$ cat config.mk
export PLATFORM = sky130hd
export DESIGN_NAME = base89_text_encoder_flat
export DESIGN_NICKNAME = d
export VERILOG_FILES = /design/src/rtl/b89_pkg.sv /design/src/rtl/b89_value_if.sv /design/src/rtl/b89_char_if.sv /design/src/rtl/base89_text_encoder.sv /design/src/flat_wrapper.sv
export SDC_FILE = /design/constraint.sdc
export NUM_CORES = 1
export LEC_CHECK = 0
export BUFFER_PORTS_ARGS = -buffer_cell sky130_fd_sc_hd__buf_4
export CELL_PAD_IN_SITES_DETAIL_PLACEMENT = 1
export CELL_PAD_IN_SITES_GLOBAL_PLACEMENT = 1
export CORE_ASPECT_RATIO = 1.25
export CORE_UTILIZATION = 48
export DETAILED_ROUTE_END_ITERATION = 7
export GPL_TIMING_DRIVEN = 0
export MAX_ROUTING_LAYER = met4
export PLACE_DENSITY = 0.9
export REMOVE_ABC_BUFFERS = 1
export SYNTH_ARGS = -nofsm -noshare
export SYNTH_HDL_FRONTEND = slang
export SYNTH_SLANG_ARGS = --single-unit
$ cat constraint.sdc
create_clock -name clk -period 15 [get_ports clk]
set_input_delay 3 -clock clk [delete_from_list [all_inputs] [get_ports clk]]
set_output_delay 3 -clock clk [all_outputs]
set_load 0.02 [all_outputs]
$ cat src/rtl/b89_pkg.sv
package b89_pkg;

	// character code width and the radix of the digits
	localparam int CHAR_W = 7;
	localparam int RADIX = 89;
	// a remainder is always below the radix
	localparam int REM_W = 7;
	// dividend bits consumed per division cycle
	localparam int STEP_BITS = 8;

	// digit alphabet, first character is digit zero
	localparam int ALPHA_LEN = 89;
	localparam logic [8*ALPHA_LEN-1:0] ALPHABET =
		{"0123456789ABCDEFGHIJKLMNOPQRSTUVWXYZabcdefghijklmnopqrstuvwxyz",
		 "!<#$%&>()*+,-./[?]^_`{|}~@\\"};

	// map one base-89 digit to its ascii code
	function automatic logic [CHAR_W-1:0] digit_to_char(input logic [REM_W-1:0] digit);
		logic [7:0] code;
		code = ALPHABET[8*(ALPHA_LEN-1-int'(digit)) +: 8];
		return code[CHAR_W-1:0];
	endfunction

endpackage

$ cat src/rtl/b89_value_if.sv
interface b89_value_if #(
	parameter int VALUE_WIDTH = 32
);
	logic                   valid;
	logic                   ready;
	logic [VALUE_WIDTH-1:0] value;

	modport source (output valid, output value, input ready);
	modport sink (input valid, input value, output ready);
endinterface

$ cat src/rtl/b89_char_if.sv
interface b89_char_if;
	import b89_pkg::*;

	logic              valid;
	logic              ready;
	logic [CHAR_W-1:0] digit_char;
	logic              last;

	modport source (output valid, output digit_char, output last, input ready);
	modport sink (input valid, input digit_char, input last, output ready);
endinterface

$ cat src/rtl/base89_text_encoder.sv
// channel   dir   payload                      per word
// values    in    value [VALUE_WIDTH-1:0]      one number to convert
// chars     out   digit_char [6:0], last       one character, msd first
//
// each division by 89 walks every dividend byte, one dividend byte per cycle,
// through an 8-step restoring divider with a 7-bit remainder.
// arst_n clears the control state; the digit store is not cleared.
// a stalled output word holds in the output register; emission waits for it,
// and a new value is taken while the final character still waits.
module base89_text_encoder #(
	parameter int VALUE_WIDTH = 32,
	parameter int MAX_DIGITS = 5
) (
	input logic         clk,
	input logic         arst_n,
	b89_value_if.sink   values,
	b89_char_if.source  chars
);
	import b89_pkg::*;

	localparam int CHUNKS = (VALUE_WIDTH + STEP_BITS - 1) / STEP_BITS;
	localparam int PAD_W = CHUNKS * STEP_BITS;
	localparam int CHUNK_W = (CHUNKS > 1) ? $clog2(CHUNKS) : 1;
	localparam int IDX_W = $clog2(MAX_DIGITS);
	localparam int CNT_W = $clog2(MAX_DIGITS + 1);

	typedef enum logic [1:0] {
		ST_IDLE,
		ST_DIV,
		ST_EMIT
	} state_t;

	state_t              state_q;
	logic [PAD_W-1:0]    work_q;
	logic [REM_W-1:0]    rem_q;
	logic [CHUNK_W-1:0]  chunk_q;
	logic [CNT_W-1:0]    cnt_q;
	logic [IDX_W-1:0]    idx_q;
	logic                oval_q;
	logic [CHAR_W-1:0]   ochar_q;
	logic                olast_q;
	logic [REM_W-1:0]    store_q [MAX_DIGITS];

	logic [STEP_BITS-1:0] byte_in;
	logic [STEP_BITS-1:0] qbyte;
	logic [REM_W-1:0]     rem_next;
	logic [PAD_W-1:0]     work_next;
	logic                 div_done;
	logic                 last_digit;
	logic                 out_free;
	logic                 emit_go;

	// one dividend byte through eight restoring steps
	always_comb begin
		logic [REM_W:0] t;
		logic [REM_W-1:0] r;
		r = rem_q;
		qbyte = '0;
		byte_in = work_q[PAD_W-1 -: STEP_BITS];
		for (int j = STEP_BITS - 1; j >= 0; j--) begin
			t = {r, byte_in[j]};
			if (t >= (REM_W+1)'(RADIX)) begin
				t = t - (REM_W+1)'(RADIX);
				qbyte[j] = 1'b1;
			end
			r = t[REM_W-1:0];
		end
		rem_next = r;
		work_next = (work_q << STEP_BITS) | PAD_W'(qbyte);
	end

	assign div_done = (chunk_q == CHUNK_W'(CHUNKS - 1));
	assign last_digit = (work_next == '0) || (cnt_q == CNT_W'(MAX_DIGITS - 1));
	assign out_free = !oval_q || chars.ready;
	// a character word is loaded into the output register this cycle
	assign emit_go = (state_q == ST_EMIT) && out_free;

	assign values.ready = (state_q == ST_IDLE);
	assign chars.valid = oval_q;
	assign chars.digit_char = ochar_q;
	assign chars.last = olast_q;

	// digit store, least significant digit at entry zero
	always_ff @(posedge clk) begin
		if (state_q == ST_DIV && div_done) begin
			store_q[cnt_q[IDX_W-1:0]] <= rem_next;
		end
	end

	// sequencer and output register
	always_ff @(posedge clk or negedge arst_n) begin
		if (!arst_n) begin
			state_q <= ST_IDLE;
			work_q <= '0;
			rem_q <= '0;
			chunk_q <= '0;
			cnt_q <= '0;
			idx_q <= '0;
			oval_q <= 1'b0;
			ochar_q <= '0;
			olast_q <= 1'b0;
		end else begin
			if (chars.ready && !emit_go) begin
				oval_q <= 1'b0;
			end
			unique case (state_q)
				ST_IDLE: begin
					if (values.valid) begin
						work_q <= PAD_W'(values.value);
						rem_q <= '0;
						chunk_q <= '0;
						cnt_q <= '0;
						state_q <= ST_DIV;
					end
				end
				ST_DIV: begin
					work_q <= work_next;
					if (div_done) begin
						// digit finished: start the next division or emit
						rem_q <= '0;
						chunk_q <= '0;
						if (last_digit) begin
							idx_q <= cnt_q[IDX_W-1:0];
							state_q <= ST_EMIT;
						end else begin
							cnt_q <= cnt_q + 1'b1;
						end
					end else begin
						rem_q <= rem_next;
						chunk_q <= chunk_q + 1'b1;
					end
				end
				ST_EMIT: begin
					if (out_free) begin
						oval_q <= 1'b1;
						ochar_q <= digit_to_char(store_q[idx_q]);
						olast_q <= (idx_q == '0);
						if (idx_q == '0) begin
							state_q <= ST_IDLE;
						end else begin
							idx_q <= idx_q - 1'b1;
						end
					end
				end
				default: begin
					state_q <= ST_IDLE;
				end
			endcase
		end
	end

endmodule
$ cat src/flat_wrapper.sv
// flat-port wrapper written by rule: the top's interface ports become plain ports
module base89_text_encoder_flat import b89_pkg::*;
#(
	parameter int VALUE_WIDTH = 32,
	parameter int MAX_DIGITS = 5
)
  (clk, arst_n, values_valid, values_value, values_ready, chars_valid, chars_digit_char, chars_last, chars_ready);
  b89_value_if #(.VALUE_WIDTH(VALUE_WIDTH)) values_i ();
  b89_char_if chars_i ();
  input logic clk;
  input logic arst_n;
  input wire logic [$bits(values_i.valid)-1:0] values_valid;
  input wire logic [$bits(values_i.value)-1:0] values_value;
  output wire logic [$bits(values_i.ready)-1:0] values_ready;
  output wire logic [$bits(chars_i.valid)-1:0] chars_valid;
  output wire logic [$bits(chars_i.digit_char)-1:0] chars_digit_char;
  output wire logic [$bits(chars_i.last)-1:0] chars_last;
  input wire logic [$bits(chars_i.ready)-1:0] chars_ready;
  assign values_i.valid = values_valid;
  assign values_i.value = values_value;
  assign values_ready = values_i.ready;
  assign chars_valid = chars_i.valid;
  assign chars_digit_char = chars_i.digit_char;
  assign chars_last = chars_i.last;
  assign chars_i.ready = chars_ready;
  base89_text_encoder #(.VALUE_WIDTH(VALUE_WIDTH), .MAX_DIGITS(MAX_DIGITS)) u_core (.clk(clk), .arst_n(arst_n), .values(values_i), .chars(chars_i));
endmodule
==> key figures, run 1 <==
Clock tree
  • CTS tree: built
  • # Post-CTS Setup Buffers: 0
  • Clock sinks: 93
  • Total CTS buffers: 9
  • Clk pin slew, worst setup/hold paths: 70 ps
  • CTS root buf: clkbuf_16
  • H-tree depth: 3
  • Worst-skew pair later-pin latency: about 350 ps
  • Post-CTS Hold Buffers: 0
  • Gates resized, CTS repair: 0
  • Clock buffer depth: 2

Layout
  • Nets: 920
  • Final Non-Filler Cells: 1075
  • Final instance area: 8250 sq um
  • Final core utilization: a little over half
  • Ant diodes: 0
  • Fraction of layout cells with a size suffix above 1: 15.6%
  • Fill count: 1822
  • Syn-to-layout area delta: 10.1%

STA
  • Setup TNS: 0 ps
  • Max Clock Skew: 9.73 ps
  • Worst slew pin tran: 1240 ps
  • Final period util: between 90% and 100%
  • Finish-stage setup viols: 0
  • Tmin final: around 14000 ps
  • Final Max Tran Viols: 0
  • Worst relative slew slack: 16.7%
  • Final Hold Fails: 0
  • Unrepaired setup endpoints after global routing: no
  • F_max: 72.5 MHz

Setup path
  • Worst Setup Start Kind: flip-flop
  • Crit Path Class: flip-flop to flip-flop
  • CP endpoint kind: flip-flop
  • FF-to-FF path depth: 49
  • RR Endpoint: u_core.rem_q[1]
  • Crit-path max FO: 10
  • Reg-to-Reg Start: u_core.work_q[31]
  • Required @ worst endpoint: 15280 ps
  • Crit path top cell by count: ha_1
  • Slowest-stage cell, CP: mux2i_1
  • WP data arrival: 14070 ps
  • CP max stage delay: 570 ps
  • R2r setup slk: 1210 ps

Die
  • CORE AREA: 15100 sq um
  • Starting Density: approximately half
  • Die area: roughly 16000 sq um
  • I/O pin cnt: 46
  • Die Y-Extent: 142 microns
  • Row count: 50
  • Die width: 114 microns

Route
  • DR vias: 6850
  • Final wirelength: 22300 microns
  • Per-cell routed wire length: 20.8 microns
  • Number of vias per cell: 6.37
  • DRT iter0 DRCs: 482
  • Post-route ant nets: 0
  • DRC violations left: 0
  • TritonRoute pass-1 iters: 5

Logic synthesis
  • Commonest cells post-synth: 111 x nand2_1, 67 x nor2_1, 58 x dfrtp_1
  • Primary FF master, synth: dfrtp_1
  • Synth unique cells: 101
  • Number of flops mapped to enable cells by yosys: 35
  • Area leader, netlist: dfrtp_1
  • Top-count cell post-synth: nand2_1
  • Synthesized instance count: 849
  • Sequential share of the synthesized area: 33.4%
  • Fraction of registers with async set/reset: 62.4%
  • Area contributors post-synth: dfrtp_1 19%, edfxtp_1 14%, nand2_1 5.6%
  • Post-synthesis register bit count: 93
  • Yosys warns: 0
  • Post-Syn Area per Cell: between 8 and 9 sq um
  • Post-synth top area share: about a fifth
  • Cell Area, Synth: 7490 sq um

Global route
  • Number of global-route vias before repair: 7133
  • Initial antenna violation count: 0
  • Gr ovfl total: 0
  • Global-route usage over all layers: 29.6%
  • First-pass GRT wire length: 36400 microns
  • Largest net degree at the start of global routing: slightly below 60

Placed design
  • Placed inst area: 7960 sq um
  • GP Congestion: 0.871
  • Detailed Place HPWL: 16400 microns
  • I/O Buffers: 45
  • Placed cell count: between 1000 and 1500

Flow run
  • Max_cap viols: 0

Min path
  • Hold path startpoint: u_core.chars.digit_char[6]
  • Hold depth: 2
  • WHS Endpoint: u_core.chars.digit_char[6]
  • Hold Crit Class: flip-flop to flip-flop

Status
  • Status: complete, no violations
## placed cells by master (no fill, tap or decap), types with 21 or more instances in the layout
cell type and count:
a31oi_1 37, nor2_1 66, mux2i_1 22, dfrtp_1 58, a21oi_1 49, buf_4 45, edfxtp_1 35, nor3_1 21
ha_1 22, inv_1 26, nand2_1 111, o21ai_0 45
## worst max-delay path: cells and delay by family (launching register included)
kind | cells | cell delay (ps)
buf+inv | 3 | 400
flops | 1 | 560
fa+ha+maj | 8 | 2300
simple gates | 11 | 2320
compound gates | 18 | 5020
mux | 2 | 770
xor+xnor | 7 | 2320
## state kept, by name, summed over array words and instances, names as in the netlist, 2 cells and up
register / cells
u_core.store_q: 35
u_core.work_q: 32
u_core.chars.digit_char: 7
u_core.cnt_q: 3
u_core.chunk_q: 2
u_core.idx_q: 3
u_core.state_q: 2
u_core.rem_q: 7
## logic make-up after synthesis
kind of cell    synth area share, %
flops                          33.4
xor+xnor                       4.04
compound gates                 28.1
buf+inv                        4.11
mux                            7.48
fa+ha+maj                      3.67
simple gates                   19.2
## layout make-up
class                   count  area [sq um]  area share, %
flip-flops and latches     93          2500           30.3
well taps                 208           260           3.16
clock buffers              12           258           3.13
multi-input cells         683          4720           57.2
repair buffers             49           383           4.64
inverters                  26          97.6           1.18
clock inverters             4          28.8          0.349
## metrics by stage
step | hold slack, ps | setup WS, ps
after floorplan | 465 | 4010
after global placement | 463 | 1690
after detailed placement | 471 | 1300
after CTS | 485 | 1210
after global routing | 527 | 366
final | 481 | 1210
## layer usage
metal | vias up | routed length (microns) | global-route usage, %
met5 | - | 0 | -
li1 | 3237 | - | -
met3 | 53 | 572 | 3.12
met1 | 3418 | 8970 | 32.3
met4 | 0 | 711 | 12.0
met2 | 142 | 12100 | 54.5
## how the worst max path moves through the flow
stage / start / to / depth (start not counted)
floorplan: u_core.rem_q[0] / u_core.rem_q[1] / 49
global placement: u_core.work_q[31] / u_core.rem_q[1] / 49
detailed placement: u_core.work_q[31] / u_core.rem_q[1] / 49
CTS: u_core.work_q[31] / u_core.rem_q[1] / 49
global route: u_core.rem_q[0] / u_core.rem_q[1] / 49
finish: u_core.work_q[31] / u_core.rem_q[1] / 49
Power of run 1 is left out: the tool's default activity adds up to more than one toggle a clock period on the data nets, which glitch-free logic cannot reach.
==> inputs of run 2 (changes only) <==
REMOVE_ABC_BUFFERS = default   (was 1)
==> run 2 against run 1 <==
  * Fmax decreased by 1.2%
  * Routed wire length increased by 1.9%
  * Non-clock buffer count increased by 43
  * Flip-flop and latch count unchanged
  * First-iteration DRC count decreased by 17%
  * Sequential share of layout area decreased by 0.59 points
  * Worst setup slack got worse by 160 ps
  * Critical path type unchanged
  * Critical endpoint unchanged
==> key figures, run 2 (synthesis results as in run 1) <==
Die
  • Row count: 50 (unchanged)
  • CORE AREA: 15100 sq um (unchanged)
  • Die area: 16100 sq um (unchanged)
  • Die width: 114 microns (unchanged)
  • Die Y-Extent: 142 microns (unchanged)
  • Starting Density: 49.5% (unchanged)
  • I/O pin cnt: 46 (unchanged)

Clock tree
  • Total CTS buffers: 9 (unchanged)
  • CTS root buf: clkbuf_16 (unchanged)
  • Clk pin slew, worst setup/hold paths: 60 ps (was 70 ps)
  • Clock buffer depth: 2 (unchanged)
  • Worst-skew pair later-pin latency: 350 ps (about the same)
  • H-tree depth: 3 (unchanged)
  • # Post-CTS Setup Buffers: 0 (unchanged)
  • Clock sinks: 93 (unchanged)
  • CTS tree: built (unchanged)
  • Gates resized, CTS repair: 0 (unchanged)
  • Post-CTS Hold Buffers: 0 (unchanged)

Setup path
  • Crit-path max FO: 10 (unchanged)
  • Crit path top cell by count: ha_1 (unchanged)
  • CP endpoint kind: flip-flop (unchanged)
  • CP max stage delay: 590 ps (was 570 ps)
  • R2r setup slk: 1050 ps (was 1210 ps)
  • FF-to-FF path depth: 53 (was 49)
  • Crit Path Class: flip-flop to flip-flop (unchanged)
  • Slowest-stage cell, CP: mux2i_1 (unchanged)
  • Required @ worst endpoint: 15290 ps (was 15280 ps)
  • Reg-to-Reg Start: u_core.work_q[31] (unchanged)
  • WP data arrival: 14240 ps (was 14070 ps)
  • RR Endpoint: u_core.rem_q[1] (unchanged)
  • Worst Setup Start Kind: flip-flop (unchanged)

Global route
  • Largest net degree at the start of global routing: 59 (unchanged)
  • First-pass GRT wire length: 37100 microns (was 36400 microns)
  • Number of global-route vias before repair: 7258 (was 7133)
  • Gr ovfl total: 0 (unchanged)
  • Initial antenna violation count: 0 (unchanged)
  • Global-route usage over all layers: 30.1% (was 29.6%)

Layout
  • Commonest non-fill, non-tap cell in the layout: nand2_1 (unchanged)
  • Fraction of layout cells with a size suffix above 1: 15.4% (was 15.6%)
  • Most frequent cells in the layout: 111 x nand2_1, 67 x nor2_1, 58 x dfrtp_1 (was 111 x nand2_1, 66 x nor2_1, 58 x dfrtp_1)
  • Syn-to-layout area delta: 12.3% (was 10.1%)
  • Ant diodes: 0 (unchanged)
  • Nets: 963 (was 920)
  • Largest register FFs: 35 (unchanged)

STA
  • Worst slew pin tran: 1030 ps (was 1240 ps)
  • Max Clock Skew: 9.33 ps (was 9.73 ps)
  • F_max: 71.7 MHz (was 72.5 MHz)
  • Setup TNS: 0 ps (unchanged)
  • Finish-stage setup viols: 0 (unchanged)
  • Final Hold Fails: 0 (unchanged)
  • Tmin final: 13950 ps (was 13790 ps)
  • Worst relative slew slack: 30.6% (was 16.7%)
  • Unrepaired setup endpoints after global routing: no (unchanged)
  • Final period util: 93.0% (was 91.9%)
  • Final Max Tran Viols: 0 (unchanged)

Flow run
  • Max_cap viols: 0 (unchanged)

Placed design
  • GP Congestion: 0.921 (was 0.871)
  • Detailed Place HPWL: 17300 microns (was 16400 microns)
  • I/O Buffers: 45 (unchanged)

Route
  • Per-cell routed wire length: 20.3 microns (was 20.8 microns)
  • DRT iter0 DRCs: 401 (was 482)
  • Final wirelength: 22700 microns (was 22300 microns)
  • Post-route ant nets: 0 (unchanged)
  • TritonRoute pass-1 iters: 5 (unchanged)
  • DRC violations left: 0 (unchanged)
  • DR vias: 7043 (was 6850)
  • Number of vias per cell: 6.30 (was 6.37)

Min path
  • Hold Crit Class: flip-flop to flip-flop (unchanged)
  • WHS Endpoint: u_core.chars.digit_char[4] (was u_core.chars.digit_char[6])
  • Hold depth: 2 (unchanged)
  • Hold path startpoint: u_core.chars.digit_char[4] (was u_core.chars.digit_char[6])

Status
  • Status: complete, no violations (unchanged)

Logic synthesis
  • Net Count, Synth: slightly above 900
-- run 2: metal layers --
metal / track usage (%) / vias up / share of wire [%]
met5: - / - / 0
met4: 12.8 / 0 / 3.6
met3: 3.12 / 53 / 2.5
met2: 53.9 / 163 / 53
met1: 34.1 / 3511 / 41
li1: - / 3316 / -
-- run 2: area by class of cell --
class                      count  area [sq um]
fill                        1837          6730
buffer                        47           210
clock inverter                 2          16.3
clock buffer                  14           274
multi-input combinational    683          4710
inverter                      26          97.6
timing repair buffer          45           338
sequential                    93          2500
tap                          208           260
-- run 2: worst max-delay path by stage --
stage / cells past startpoint / slack [ps] / end / start
floorplan: 52 / 3900 / u_core.rem_q[1] / u_core.rem_q[0]
global placement: 53 / 1530 / u_core.rem_q[1] / u_core.work_q[31]
detailed placement: 53 / 1170 / u_core.rem_q[1] / u_core.work_q[31]
CTS: 53 / 1070 / u_core.rem_q[1] / u_core.work_q[31]
global route: 52 / 150 / u_core.rem_q[1] / u_core.rem_q[0]
finish: 53 / 1050 / u_core.rem_q[1] / u_core.work_q[31]
-- run 2: critical path, delay by kind of cell, from the launching register on --
kind	cells	cell delay, ps
mux	2	820
compound gates	18	4400
xor+xnor	7	2250
buf+inv	7	1040
fa+ha+maj	8	2370
simple gates	11	2570
flops	1	440
-- run 2: stage by stage --
step | cells | utilization [%] | hold slack, ps | area (sq um) | worst slack [ps]
after floorplan | 849 | - | 465 | 7490 | 3900
after global placement | 1102 | 53.4 | 468 | 8090 | 1530
after detailed placement | 1102 | 53.6 | 486 | 8110 | 1170
after CTS | 1118 | 55.5 | 501 | 8400 | 1070
after global routing | 1118 | 55.6 | 522 | 8410 | 145
final | 1118 | 55.6 | 502 | 8410 | 1050
Power of run 2 is left out for the same reason.
==> inputs of run 3 (changes only) <==
CORE_UTILIZATION = 50   (was 48)
PLACE_DENSITY = 0.93   (was 0.9)
clock period = 18.11 ns   (was 15 ns; I/O delays follow)
==> run 3 against run 2 <==
  * Global-route usage grew 2.5 points
  * Die area shrank 3.9%
  * Clock skew grew 3.1 ps
  * Register-to-register slack gained 3100 ps
  * Fmax shrank 0.19%
  * Cell count shrank 2.7%
  * Sequential share of layout area grew 0.16 points
  * Flip-flop and latch count is the same
  * Worst setup slack gained 3100 ps
  * First-iteration DRC count grew 22%
  * Via count grew 0.62%
  * Critical path type unchanged
  * Largest cell class unchanged
==> key figures, run 3 (synthesis results as in run 1) <==
Die
  • I/O pin cnt: 46 (unchanged)
  • Die area: 15500 sq um (was 16100 sq um)
  • Starting Density: 51.6% (was 49.5%)
  • Die width: 111 microns (was 114 microns)
  • Row count: 49 (was 50)
  • CORE AREA: 14500 sq um (was 15100 sq um)
  • Die Y-Extent: 139 microns (was 142 microns)

Global route
  • Gr ovfl total: 0 (unchanged)
  • First-pass GRT wire length: 39100 microns (was 37100 microns)
  • Number of global-route vias before repair: 7537 (was 7258)
  • Largest net degree at the start of global routing: 59 (unchanged)
  • Initial antenna violation count: 0 (unchanged)
  • Global-route usage over all layers: 32.6% (was 30.1%)

Clock tree
  • H-tree depth: 3 (unchanged)
  • CTS tree: built (unchanged)
  • Post-CTS Hold Buffers: 0 (unchanged)
  • CTS root buf: clkbuf_16 (unchanged)
  • Worst-skew pair later-pin latency: 350 ps (about the same)
  • # Post-CTS Setup Buffers: 0 (unchanged)
  • Clk pin slew, worst setup/hold paths: 60 ps (about the same)
  • Clock buffer depth: 2 (unchanged)
  • Total CTS buffers: 9 (unchanged)
  • Gates resized, CTS repair: 0 (unchanged)
  • Clock sinks: 93 (unchanged)

STA
  • Setup TNS: 0 ps (unchanged)
  • Final period util: 77.2% (was 93.0%)
  • Max Clock Skew: 12.4 ps (was 9.33 ps)
  • Final Max Tran Viols: 0 (unchanged)
  • Tmin final: 13980 ps (was 13950 ps)
  • Finish-stage setup viols: 0 (unchanged)
  • Worst relative slew slack: 31.6% (was 30.6%)
  • Worst slew pin tran: 1020 ps (was 1030 ps)
  • Unrepaired setup endpoints after global routing: no (unchanged)
  • F_max: 71.5 MHz (was 71.7 MHz)
  • Final Hold Fails: 0 (unchanged)

Route
  • TritonRoute pass-1 iters: 5 (unchanged)
  • Final wirelength: 23500 microns (was 22700 microns)
  • Number of vias per cell: 6.51 (was 6.30)
  • DR vias: 7087 (was 7043)
  • DRC violations left: 0 (unchanged)
  • DRT iter0 DRCs: 489 (was 401)
  • Per-cell routed wire length: 21.6 microns (was 20.3 microns)
  • Post-route ant nets: 0 (unchanged)

Logic synthesis
  • Net Count, Synth: 907 (unchanged)

Status
  • Status: complete, no violations (unchanged)

Setup path
  • CP max stage delay: 580 ps (was 590 ps)
  • WP data arrival: 14260 ps (was 14240 ps)
  • CP endpoint kind: flip-flop (unchanged)
  • Slowest-stage cell, CP: mux2i_1 (unchanged)
  • Crit Path Class: flip-flop to flip-flop (unchanged)
  • Required @ worst endpoint: 18390 ps (was 15290 ps)
  • Worst Setup Start Kind: flip-flop (unchanged)
  • Crit-path max FO: 10 (unchanged)
  • Crit path top cell by count: ha_1 (unchanged)

Placed design
  • I/O Buffers: 45 (unchanged)
  • Placed inst area: 8080 sq um (was 8110 sq um)
  • Detailed Place HPWL: 17600 microns (was 17300 microns)
  • GP Congestion: 0.908 (was 0.921)
  • Placed cell count: 1072 (was 1102)

Layout
  • Commonest non-fill, non-tap cell in the layout: nand2_1 (unchanged)
  • Final core utilization: 57.6% (was 55.6%)
  • Syn-to-layout area delta: 11.7% (was 12.3%)
  • Final instance area: 8370 sq um (was 8410 sq um)
  • Largest register FFs: 35 (unchanged)
  • Fraction of layout cells with a size suffix above 1: 15.2% (was 15.4%)
  • Most frequent cells in the layout: 111 x nand2_1, 67 x nor2_1, 58 x dfrtp_1 (unchanged)
  • Final Non-Filler Cells: 1088 (was 1118)
  • Nets: 963 (unchanged)
  • Ant diodes: 0 (unchanged)
  • Fill count: 1728 (was 1837)

Flow run
  • Max_cap viols: 0 (unchanged)

Min path
  • Hold Crit Class: flip-flop to flip-flop (unchanged)
-- run 3: cell types whose count changed in the layout (fill, tap and decap cells not counted), sizes merged --
| cell | delta |
|---|---|
| clkinv | +3 |
| clkbuf | -4 |
| bufinv | +1 |
-- run 3: path summary, 6_finish.rpt --
path	slack, ps	endpoint	start	cells past startpoint
setup / recovery	4130	u_core.rem_q[1]	u_core.rem_q[0]	52
hold / removal	480	u_core.chars.digit_char[3]	u_core.chars.digit_char[3]	2
setup reg to reg	4130	u_core.rem_q[1]	u_core.rem_q[0]	52
hold reg to reg	480	u_core.chars.digit_char[3]	u_core.chars.digit_char[3]	2
max in group asynchronous	14280	u_core.rem_q[0]	arst_n	1
min in group asynchronous	3320	u_core.work_q[2]	arst_n	1
-- run 3: final cells by class --
| class | instances | area [sq um] | share of cell area [%] |
|---|---|---|---|
| Timing Repair Buffer | 45 | 338 | 4.04 |
| Clock buffer | 10 | 229 | 2.74 |
| Clock inverter | 6 | 53.8 | 0.643 |
| Inverter | 26 | 97.6 | 1.17 |
| Multi-Input combinational cell | 683 | 4710 | 56.3 |
| Buffer | 47 | 210 | 2.51 |
| Tap cell | 178 | 223 | 2.66 |
| Sequential cell | 93 | 2500 | 29.9 |
-- run 3: routing by layer --
layer	wire length, microns	share of wire, %	global-route usage [%]	vias to the layer above
met5	0	0	-	-
met4	825	3.5	14.4	0
met3	743	3.2	3.85	59
met2	12500	53	57.8	192
met1	9390	40	37.0	3519
li1	-	-	-	3317
-- run 3: critical path: cells and delay by family (launching register included) --
| kind | cells | cell delay [ps] |
|---|---|---|
| AO/OA/AOI/OAI | 18 | 4600 |
| XOR/XNOR | 7 | 2210 |
| adder cells (fa/ha/maj) | 8 | 2360 |
| buffers and inverters | 6 | 940 |
| flip-flops | 1 | 520 |
| multiplexers | 2 | 820 |
| AND/OR/NAND/NOR | 11 | 2430 |
-- run 3: metrics by stage --
stage	worst slack [ps]	hold slack [ps]
after CTS	4250	485
after global routing	3190	536
final	4130	485
after detailed placement	4390	471
after global placement	4640	467
after floorplan	7010	465
Power of run 3 is left out for the same reason.
